`config.mk`:
```
export PLATFORM = sky130hd
export DESIGN_NAME = signed_varint_codec
export DESIGN_NICKNAME = d
export VERILOG_FILES = /design/src/sv/svc_pkg.sv /design/src/sv/svc_ctrl.sv /design/src/sv/svc_dp.sv /design/src/sv/signed_varint_codec.sv
export SDC_FILE = /design/constraint.sdc
export NUM_CORES = 1
export LEC_CHECK = 0
export BUFFER_PORTS_ARGS = -buffer_cell sky130_fd_sc_hd__buf_2
export CAP_MARGIN = 15
export CORE_AREA = 2 2 157 113
export CTS_CLUSTER_SIZE = 20
export DETAILED_ROUTE_END_ITERATION = 10
export DIE_AREA = 0 0 159 115
export PLACE_DENSITY = 0.85
export SYNTH_ARGS = -nofsm -noshare
export SYNTH_HDL_FRONTEND = slang
export SYNTH_SLANG_ARGS = --single-unit
```
`constraint.sdc`:
```
create_clock -name clk -period 11.05 [get_ports clk]
set_input_delay 0.5525 -clock clk [delete_from_list [all_inputs] [get_ports clk]]
set_output_delay 0.5525 -clock clk [all_outputs]
set_load 0.02 [all_outputs]
```
`src/sv/svc_pkg.sv`:
```
// Shared types and constants for the signed varint codec.
`timescale 1ns / 1ps

package svc_pkg;

  localparam int DATA_W          = 64;
  localparam int BYTE_W          = 8;
  localparam int VALUE_WIDTH_DEF = 64;
  localparam int MAX_BYTES_DEF   = 10;
  localparam int CHUNK_W         = 7;
  localparam int HEAD_BITS       = 5;

  localparam logic MODE_ENCODE = 1'b0;
  localparam logic MODE_DECODE = 1'b1;

  localparam logic [BYTE_W-1:0] HEAD_ZERO = 8'h01;

  typedef enum logic [1:0] {
    KIND_BYTE  = 2'd0,
    KIND_VALUE = 2'd1,
    KIND_ERROR = 2'd2
  } kind_t;

  typedef enum logic [1:0] {
    PH_HEAD = 2'd0,
    PH_CONT = 2'd1,
    PH_DONE = 2'd2,
    PH_ERR  = 2'd3
  } phase_t;

  typedef enum logic [1:0] {
    ST_IDLE,
    ST_COUNT,
    ST_EMIT
  } state_t;

  typedef struct packed {
    logic load_val;
    logic count;
    logic emit;
    logic dec;
  } cmd_t;

  typedef struct packed {
    logic out_free;
    logic idx_zero;
  } sts_t;

endpackage

```
`src/sv/svc_ctrl.sv`:
```
// Controller state machine for the signed varint codec.
`timescale 1ns / 1ps

module svc_ctrl (
  input  logic          clk,
  input  logic          rst,
  input  logic          in_valid,
  input  logic          mode,
  input  svc_pkg::sts_t sts,
  output logic          in_ready,
  output svc_pkg::cmd_t cmd
);

  svc_pkg::state_t state, state_next;

  always_ff @(posedge clk) begin
    if (rst) begin
      state <= svc_pkg::ST_IDLE;
    end else begin
      state <= state_next;
    end
  end

  always_comb begin
    state_next   = state;
    in_ready     = 1'b0;
    cmd          = '0;
    unique case (state)
      svc_pkg::ST_IDLE: begin
        in_ready = sts.out_free;
        if (in_valid && sts.out_free) begin
          if (mode == svc_pkg::MODE_ENCODE) begin
            cmd.load_val = 1'b1;
            state_next   = svc_pkg::ST_COUNT;
          end else begin
            cmd.dec = 1'b1;
          end
        end
      end
      svc_pkg::ST_COUNT: begin
        cmd.count  = 1'b1;
        state_next = svc_pkg::ST_EMIT;
      end
      svc_pkg::ST_EMIT: begin
        if (sts.out_free) begin
          cmd.emit = 1'b1;
          if (sts.idx_zero) begin
            state_next = svc_pkg::ST_IDLE;
          end
        end
      end
      default: begin
        state_next = svc_pkg::ST_IDLE;
      end
    endcase
  end

`ifndef SYNTHESIS
  a_count_then_emit: assert property (@(posedge clk) disable iff (rst)
    state == svc_pkg::ST_COUNT |=> state == svc_pkg::ST_EMIT)
    else $error("count cycle not followed by emission");
  a_busy_not_ready: assert property (@(posedge clk) disable iff (rst)
    state != svc_pkg::ST_IDLE |-> !in_ready)
    else $error("input ready while an encode is in progress");
  a_one_cmd: assert property (@(posedge clk) disable iff (rst)
    $onehot0({cmd.load_val, cmd.count, cmd.emit, cmd.dec}))
    else $error("more than one datapath command in a cycle");
`endif

endmodule

```
`src/sv/svc_dp.sv`:
```
// Datapath of the signed varint codec: encode slicer, decode accumulator, output register.
`timescale 1ns / 1ps

module svc_dp #(
  parameter int VALUE_WIDTH = svc_pkg::VALUE_WIDTH_DEF,
  parameter int MAX_BYTES   = svc_pkg::MAX_BYTES_DEF
) (
  input  logic                         clk,
  input  logic                         rst,
  input  svc_pkg::cmd_t                cmd,
  output svc_pkg::sts_t                sts,
  input  logic [svc_pkg::DATA_W-1:0]   value_in,
  input  logic [svc_pkg::BYTE_W-1:0]   byte_in,
  input  logic                         segment_end,
  output logic                         out_valid,
  input  logic                         out_ready,
  output logic [1:0]                   kind,
  output logic [svc_pkg::BYTE_W-1:0]   byte_out,
  output logic [svc_pkg::DATA_W-1:0]   value_out,
  output logic                         last
);

  localparam int IDX_W = $clog2(MAX_BYTES);
  localparam int EXT_W = (svc_pkg::CHUNK_W * MAX_BYTES > VALUE_WIDTH) ?
                         svc_pkg::CHUNK_W * MAX_BYTES : VALUE_WIDTH;

  // Encode side.
  logic signed [VALUE_WIDTH-1:0] val;
  logic [VALUE_WIDTH-1:0]        mag;
  logic [IDX_W-1:0]              idx;
  logic [IDX_W-1:0]              cnt;
  logic                          head;
  logic signed [EXT_W-1:0]       vext;
  logic [svc_pkg::CHUNK_W-1:0]   chunk;
  logic [svc_pkg::BYTE_W-1:0]    enc_byte;

  // Decode side.
  logic [VALUE_WIDTH-1:0] acc, acc_next;
  svc_pkg::phase_t        phase, phase_next;

  // The magnitude is taken as unsigned, so the most negative value still fits.
  assign mag = val[VALUE_WIDTH-1] ? VALUE_WIDTH'(-val) : VALUE_WIDTH'(val);

  // Continuation count: the largest k below MAX_BYTES with mag >= 32 << 7*(k-1).
  always_comb begin
    cnt = '0;
    for (int k = 1; k < MAX_BYTES; k++) begin
      if (|(mag >> (svc_pkg::HEAD_BITS + svc_pkg::CHUNK_W * (k - 1)))) begin
        cnt = IDX_W'(k);
      end
    end
  end

  assign vext  = EXT_W'(val);
  assign chunk = vext[svc_pkg::CHUNK_W * idx +: svc_pkg::CHUNK_W];

  always_comb begin
    if (head) begin
      enc_byte = {2'b01, val[VALUE_WIDTH-1], chunk[svc_pkg::HEAD_BITS-1:0]};
    end else begin
      enc_byte = {1'b1, chunk};
    end
  end

  always_ff @(posedge clk) begin
    if (cmd.load_val) begin
      val <= value_in[VALUE_WIDTH-1:0];
    end
    if (cmd.count) begin
      idx  <= cnt;
      head <= 1'b1;
    end else if (cmd.emit) begin
      head <= 1'b0;
      if (idx != '0) begin
        idx <= idx - 1'b1;
      end
    end
  end

  always_comb begin
    acc_next   = acc;
    phase_next = phase;
    case (phase)
      svc_pkg::PH_HEAD: begin
        if (byte_in == svc_pkg::HEAD_ZERO) begin
          acc_next   = '0;
          phase_next = svc_pkg::PH_DONE;
        end else if (!byte_in[6]) begin
          acc_next   = '0;
          phase_next = svc_pkg::PH_ERR;
        end else begin
          acc_next   = VALUE_WIDTH'($signed(byte_in[5:0]));
          phase_next = svc_pkg::PH_CONT;
        end
      end
      svc_pkg::PH_CONT: begin
        if (byte_in[7]) begin
          acc_next = {acc[VALUE_WIDTH-8:0], byte_in[6:0]};
        end else begin
          phase_next = svc_pkg::PH_DONE;
        end
      end
      default: begin
      end
    endcase
  end

  always_ff @(posedge clk) begin
    if (rst) begin
      acc   <= '0;
      phase <= svc_pkg::PH_HEAD;
    end else if (cmd.dec) begin
      if (segment_end) begin
        acc   <= '0;
        phase <= svc_pkg::PH_HEAD;
      end else begin
        acc   <= acc_next;
        phase <= phase_next;
      end
    end
  end

  // Output register; a new result loads only when the slot is empty or draining.
  always_ff @(posedge clk) begin
    if (rst) begin
      out_valid <= 1'b0;
    end else if (cmd.emit || (cmd.dec && segment_end)) begin
      out_valid <= 1'b1;
    end else if (out_ready) begin
      out_valid <= 1'b0;
    end
  end

  always_ff @(posedge clk) begin
    if (cmd.emit) begin
      kind      <= svc_pkg::KIND_BYTE;
      byte_out  <= enc_byte;
      value_out <= '0;
      last      <= (idx == '0);
    end else if (cmd.dec && segment_end) begin
      byte_out <= '0;
      last     <= 1'b1;
      if (phase_next == svc_pkg::PH_ERR) begin
        kind      <= svc_pkg::KIND_ERROR;
        value_out <= '0;
      end else begin
        kind      <= svc_pkg::KIND_VALUE;
        value_out <= svc_pkg::DATA_W'($signed(acc_next));
      end
    end
  end

  assign sts.out_free = !out_valid || out_ready;
  assign sts.idx_zero = (idx == '0);

`ifndef SYNTHESIS
  a_emit_has_room: assert property (@(posedge clk) disable iff (rst)
    (cmd.emit || cmd.dec) |-> sts.out_free)
    else $error("result loaded while the output register is still full");
  a_decode_result: assert property (@(posedge clk) disable iff (rst)
    cmd.dec && segment_end |=> out_valid && last && kind != svc_pkg::KIND_BYTE)
    else $error("segment end did not produce a decode result");
  a_byte_form: assert property (@(posedge clk) disable iff (rst)
    out_valid && kind == svc_pkg::KIND_BYTE |-> byte_out[7] || byte_out[7:6] == 2'b01)
    else $error("encoded byte is neither a head nor a continuation byte");
`endif

endmodule

```
`src/sv/signed_varint_codec.sv`:
```
// Top level of the signed varint codec: controller plus datapath.
`timescale 1ns / 1ps

// Usage:
// The input channel (in_valid/in_ready) carries mode, value_in, byte_in and
// segment_end. Mode encode turns value_in into a head byte and up to
// MAX_BYTES-1 continuation bytes; mode decode takes one byte per transaction.
// The output channel (out_valid/out_ready) carries kind, byte_out, value_out
// and last through a single output register.
// Decode: one byte per cycle while the output register has room. The result
// for a segment appears in the output register in the cycle after the
// transaction that carries segment_end. Encode: an item is accepted, the byte
// count is computed from the magnitude, then one byte per cycle moves into the
// output register while it has room. A new item is accepted once the last byte
// is loaded. The single output register holds the flow back: a result only
// loads when the register is empty or being taken in the same cycle.
// Reset clears the state machine, the decode accumulator and phase, and
// the output valid flag. When the receiver stalls, in_ready drops and the
// encoder holds its current byte until the transaction completes.
module signed_varint_codec #(
  parameter int VALUE_WIDTH = svc_pkg::VALUE_WIDTH_DEF,
  parameter int MAX_BYTES   = svc_pkg::MAX_BYTES_DEF
) (
  input  logic                       clk,
  input  logic                       rst,
  input  logic                       in_valid,
  output logic                       in_ready,
  input  logic                       mode,
  input  logic [svc_pkg::DATA_W-1:0] value_in,
  input  logic [svc_pkg::BYTE_W-1:0] byte_in,
  input  logic                       segment_end,
  output logic                       out_valid,
  input  logic                       out_ready,
  output logic [1:0]                 kind,
  output logic [svc_pkg::BYTE_W-1:0] byte_out,
  output logic [svc_pkg::DATA_W-1:0] value_out,
  output logic                       last
);

  svc_pkg::cmd_t cmd;
  svc_pkg::sts_t sts;

  svc_ctrl u_ctrl (
    .clk      (clk),
    .rst      (rst),
    .in_valid (in_valid),
    .mode     (mode),
    .sts      (sts),
    .in_ready (in_ready),
    .cmd      (cmd)
  );

  svc_dp #(
    .VALUE_WIDTH (VALUE_WIDTH),
    .MAX_BYTES   (MAX_BYTES)
  ) u_dp (
    .clk         (clk),
    .rst         (rst),
    .cmd         (cmd),
    .sts         (sts),
    .value_in    (value_in),
    .byte_in     (byte_in),
    .segment_end (segment_end),
    .out_valid   (out_valid),
    .out_ready   (out_ready),
    .kind        (kind),
    .byte_out    (byte_out),
    .value_out   (value_out),
    .last        (last)
  );

endmodule

```
==> out/results.ini, run 1 <==
[outcome]
outcome=finished, final reports clean

[grt]
grt_max_degree=70
grt.busiest_layer=met1
grt_usage_pct=29.5
grt_use_met3_pct=6.89
use_met1_pct=45.6
grt_overflow=0
grt_pass1_wl_um=43900
antenna_found_initial=0
use_met2_pct=41.6
grt_pass1_vias=8112

[drt]
wire_per_inst_um=19.4
drt_first_pass_iters=5
first_iter_violations=1208
via_count=9262
viasPerCell=6.36
wirelength_um=28200
drc=0
antenna_left=0

[cts]
cts-root-buf=clkbuf_16
ctsResizeCount=0
path_clk_slew_ns=0.07
cts_inserted_buffers=21
htreeDepth=1
clock_latency_ns=0.49
cts_setup_buffers=0
tritoncts=built
numClockSinks=213
hold_buffers=0
cts_buffer_depth=3

[sta]
finalHoldViolations=0
fin_crit_sh_pct=36.5
fin_tns_setup_ns=0
slew_violations=0
clock_skew_ns=0.0135
rsz0062_at_grt=false
worstMarginPinSlew_ns=1.14
setup_violations=0
layout_min_cycle_time_ns=4.03
maxSlewHeadroom_pct=23.7
fmax_mhz=248

[placed_design]
dp.final_hpwl_um=18900
gp_congestion=0.949
dp_cells=1417
portBuffers=154

[synthesis]
synthMuxAreaShare_pct=5.44
yosysSeqAreaShare_pct=49.4
yosys_warnings=0
yosys.area.top_type=dfxtp_1
yosys_most_used_dff=dfxtp_1
synth.most_common_cell=dfxtp_1
synth-edff-count=77
synth_adder_area_share_pct=0.123
synth_top_family_by_area=compound AO/OA/AOI/OAI gates
netlist_top_cells_area=dfxtp_1 (27%), edfxtp_1 (23%), o21ai_0 (6.3%)
ys_seq_elements=213
yosys.area.top_type_share_pct=26.7
synth_xor_xnor_area_share_pct=0.516
syn_area_um2=10200
synth.net_count=1184
synth_cell_types=71
synthArstFlopShare_pct=0
syn-mean-instance-area_um2=9.22
synth-compound-area-share_pct=21.6
yosys-top-cells-count=dfxtp_1 (136), o21ai_0 (128), nor2_1 (126)
synthCells=1105
synth-simple-area-share_pct=19.0

[cells_and_area]
drive_above_1_share_pct=19.8
final_nets=1290
area_growth_pct=14.7
num_antenna_cells=0
finish.utilization_pct=69.5
final-instance-count-excl-fill=1456

[setup_path]
required_ns=11.29
worstSetupStartpointType=flip-flop
worstPathCellList=or4_1, nor4_4, nand4_1, or4_4, nor4b_2, o31ai_2, nand4b_2, mux2_2
critPathSlowestCell=or4_1
slowest_delay_ns=0.73
crit_fanout=12
cp.arrival_ns=4.28
crit_path_end_kind=flip-flop
crit_type=reg2reg

[power_and_ir_drop]
power_density_nw_per_um2=157
power.total_mw=1.84
ir_worst_vdd_mv=0.118
power.leakage_nw=4.37

[hold_path]
hold_path.class=in2reg

[floorplan]
dieHeight_um=115
die_w_um=159
ios=155
dieArea_um2=18300
initial_core_util_pct=60.6
core_area_um2=16800
rows=40

[job]
cap_violations=0

## cells by family (layout without fill, tap and decap cells)
kind of cell,count (synthesis),count (layout)
compound gates,351,351
flops,213,213
simple gates,397,397
buf+inv,100,220
mux,37,37
fa+ha+maj,1,1
xor+xnor,6,6
## power breakdown
part | switching [mW] | total (mW) | internal (mW)
sequential | 0.0445 | 0.912 | 0.867
combinational | 0.167 | 0.259 | 0.0916
clock | 0.293 | 0.671 | 0.377
## critical path: cells and delay by family (launching register included)
family	cells	cell delay [ns]
AO/OA/AOI/OAI	1	0.12
flip-flops	1	0.43
AND/OR/NAND/NOR	6	2.93
multiplexers	1	0.30
## per-stage QoR
stage / instance area, µm² / worst slack [ns] / hold slack, ns
after floorplan: 10200 / 6.53 / 0.466
after global placement: 11000 / 7.27 / 0.427
after detailed placement: 11000 / 7.13 / 0.431
after CTS: 11700 / 7.11 / 0.223
after global routing: 11700 / 6.82 / 0.226
final: 11700 / 7.02 / 0.230
## final timing paths
| check | slack (ns) | startpoint | to | cells past startpoint |
|---|---|---|---|---|
| setup reg to reg | 7.02 | u_dp.val[7] | u_dp.idx[3] | 8 |
| hold reg to reg | 0.44 | u_dp.kind[0] | u_dp.kind[0] | 2 |
| setup / recovery | 7.02 | u_dp.val[7] | u_dp.idx[3] | 8 |
| hold / removal | 0.23 | value_in[34] | u_dp.val[34] | 1 |
## cell usage in the layout (no fill, tap or decap), types with 23 or more instances in the layout
cell / count
o31ai_1: 36
nor2b_1: 31
nand2_1: 114
nor2_1: 124
a22oi_1: 35
edfxtp_1: 77
o21ai_0: 127
dfxtp_1: 136
nor3_1: 23
a21oi_1: 73
buf_2: 154
## per-layer routing
layer	routed length, µm	vias up
met4	589	0
met1	12900	4429
met5	0	-
met2	11800	503
met3	2890	40
li1	-	4290
## flip-flops by register name, indices dropped and copies added (netlist names)
register        count
u_ctrl.state        2
u_dp.acc           64
u_dp.byte_out       8
u_dp.head           1
u_dp.idx            4
u_dp.kind           2
u_dp.last           1
u_dp.out_valid      1
u_dp.phase          2
u_dp.val           64
u_dp.value_out     64
## area by class of cell
type                    count  area, µm²
flip-flops and latches    213       5030
fillers                  1348       5120
clock inverters             8       45.0
multi-input cells         792       4790
well taps                 231        289
inverters                  14       52.6
repair buffers            169        891
clock buffers              29        596
No activity file was read; power rests on OpenSTA's default activity.
==> run 2, diff against run 1 <==
--- a/config.mk
+++ b/config.mk
@@ -7,11 +7,11 @@
 export LEC_CHECK = 0
 export BUFFER_PORTS_ARGS = -buffer_cell sky130_fd_sc_hd__buf_2
 export CAP_MARGIN = 15
-export CORE_AREA = 2 2 157 113
+export CORE_AREA = 2 2 163 117
 export CTS_CLUSTER_SIZE = 20
 export DETAILED_ROUTE_END_ITERATION = 10
-export DIE_AREA = 0 0 159 115
-export PLACE_DENSITY = 0.85
+export DIE_AREA = 0 0 165 119
+export PLACE_DENSITY = 0.79
 export SYNTH_ARGS = -nofsm -noshare
 export SYNTH_HDL_FRONTEND = slang
 export SYNTH_SLANG_ARGS = --single-unit
==> constraint.sdc (replaced) <==
create_clock -name clk -period 4.2 [get_ports clk]
set_input_delay 0.21 -clock clk [delete_from_list [all_inputs] [get_ports clk]]
set_output_delay 0.21 -clock clk [all_outputs]
set_load 0.02 [all_outputs]
==> run 2 against run 1 <==
  * Worst hold slack worse by 0.19 ns
  * Sequential cell count stayed put
  * Clock-buffer cell count is 3 higher
  * Final area is 6.3% higher
  * Wire length is 2.2% higher
  * Combinational power grew to 2.8 times the previous value
  * Sequential power grew to 2.6 times the previous value
  * Fmax is 6.6% higher
  * Critical path type unchanged
  * Highest routed layer is now met5
==> out/results.ini, run 2 (same netlist as run 1, synthesis figures left out) <==
[setup_path]
cp.arrival_ns=4.02  ; -0.26 ns
worstSetupStartpointType=flip-flop
r2r_slack_ns=0.42  ; -6.60 ns
required_ns=4.44  ; -6.85 ns
crit_type=reg2reg
crit_path_end_kind=flip-flop
crit_fanout=8  ; -4

[sta]
fin_tns_setup_ns=0  ; unchanged
setup_violations=0  ; unchanged
worstMarginPinSlew_ns=1.08  ; -0.0645 ns
slew_violations=0  ; unchanged
rsz0062_at_grt=false
layout_min_cycle_time_ns=3.78  ; -0.250 ns
fmax_mhz=264  ; +6.6%
clock_skew_ns=0.00618  ; -0.00730 ns
finalHoldViolations=0  ; unchanged
fin_crit_sh_pct=90.0  ; +54 points
maxSlewHeadroom_pct=28.0  ; +4.3 points

[job]
cap_violations=0  ; unchanged

[cts]
cts_inserted_buffers=22  ; +4.8%
htreeDepth=1  ; unchanged
cts-root-buf=clkbuf_16
clock_latency_ns=0.50  ; about the same
tritoncts=built
ctsResizeCount=0  ; unchanged
cts_buffer_depth=3  ; unchanged
numClockSinks=213  ; unchanged
path_clk_slew_ns=0.06  ; about the same

[floorplan]
dieArea_um2=19600  ; +7.4%
dieHeight_um=119  ; +3.5%
initial_core_util_pct=55.6  ; -5.0 points
ios=155  ; unchanged
rows=42  ; +5.0%
die_w_um=165  ; +3.8%
core_area_um2=18300  ; +9.1%

[power_and_ir_drop]
power_density_nw_per_um2=400  ; +150%
power.total_mw=4.98  ; +170%
power.leakage_nw=4.69  ; +7.2%
ir_worst_vdd_mv=0.291  ; +150%

[drt]
drt_first_pass_iters=6  ; +1
viasPerCell=6.04  ; -5.1%
antenna_left=0  ; unchanged
via_count=9278  ; +0.17%
drc=0  ; unchanged
first_iter_violations=1360  ; +13%
wirelength_um=28800  ; +2.2%
wire_per_inst_um=18.7  ; -3.2%

[placed_design]
portBuffers=154  ; unchanged
gp_congestion=0.950  ; about the same
dp.final_hpwl_um=18800  ; -0.32%

[outcome]
outcome=finished, final reports clean

[cells_and_area]
final_common_cell=buf_2
num_antenna_cells=0  ; unchanged
area_growth_pct=22.0
final_nets=1359  ; +5.3%
reg_top3=u_dp.acc x64, u_dp.val x64, u_dp.value_out x64
nFillCells=1467  ; +8.8%
drive_above_1_share_pct=19.2  ; -0.60 points
mostFrequentLayoutCells=buf_2 (154), dfxtp_1 (136), o21ai_0 (127)

[grt]
grt_max_degree=70  ; unchanged
grt_pass1_wl_um=45000  ; +2.6%
grt_usage_pct=28.7  ; -0.80 points
antenna_found_initial=1  ; +1
grt_pass1_vias=8376  ; +3.3%
grt_overflow=0  ; unchanged

[hold_path]
hold_path.class=in2reg

[run 2: cell types whose count changed in the layout (fill, tap and decap cells not counted), sizes merged]
cell | previous run | this run
dlygate4sd3 | 0 | 65
buf | 169 | 172
clkbuf | 29 | 32
clkinv | 4 | 7
inv | 17 | 14
clkinvlp | 1 | 0
[run 2: metrics by stage]
step | hold slack, ns | util [%] | area (µm²) | setup WS, ns | instances
after floorplan | 0.289 | - | 10200 | 0.793 | 1105
after global placement | 0.386 | 60.5 | 11100 | 0.650 | 1433
after detailed placement | 0.388 | 60.5 | 11100 | 0.537 | 1433
after CTS | 0.0301 | 67.8 | 12400 | 0.535 | 1537
after global routing | 0.0408 | 67.8 | 12400 | 0.248 | 1537
final | 0.0420 | 67.8 | 12400 | 0.418 | 1537
[run 2: final cells by class]
| cell class | count | area (µm²) | area share, % |
|---|---|---|---|
| repair buffers | 237 | 1570 | 12.6 |
| inverters | 14 | 52.6 | 0.423 |
| clock buffers | 32 | 653 | 5.25 |
| flip-flops and latches | 213 | 5030 | 40.5 |
| multi-input cells | 792 | 4790 | 38.5 |
| well taps | 242 | 303 | 2.44 |
| clock inverters | 7 | 33.8 | 0.272 |
[run 2: worst paths after layout]
kind | start | endpoint | cells after the start
worst max-delay path | u_dp.val[8] | u_dp.idx[2] | 8
worst min-delay path | in_valid | u_ctrl.state[0] | 3
worst max register to register | u_dp.val[8] | u_dp.idx[2] | 8
worst min register to register | u_dp.value_out[34] | u_dp.value_out[34] | 2
[run 2: repair_timing]
| action | in CTS | in global routing |
|---|---|---|
| hold buffers | 65 | 0 |
| endpoints found under the hold margin | 65 | 0 |
| buffers inserted | 0 | 0 |
[run 2: critical path, stage by stage (launching register included)]
cell	delay [ns]
edfxtp_1	0.47
or4_1	0.71
nor4_1	0.32
nand4_1	0.48
o31ai_1	0.46
mux2i_1	0.23
o2111ai_1	0.30
nor4bb_1	0.44
o31ai_1	0.12
[run 2: where the power goes]
part	internal [mW]	leakage (nW)	total, mW	switching, mW
Sequential	2.28	1.82	2.40	0.117
Combinational	0.281	2.52	0.723	0.443
Clock	1.08	0.348	1.86	0.780
[run 2: routing by layer]
layer	global-route usage, %	up-vias	routed length, µm
met1	45.1	4377	13400
met3	7.80	39	2800
met2	39.4	433	12200
met4	5.49	2	429
met5	0	-	13
li1	-	4427	-
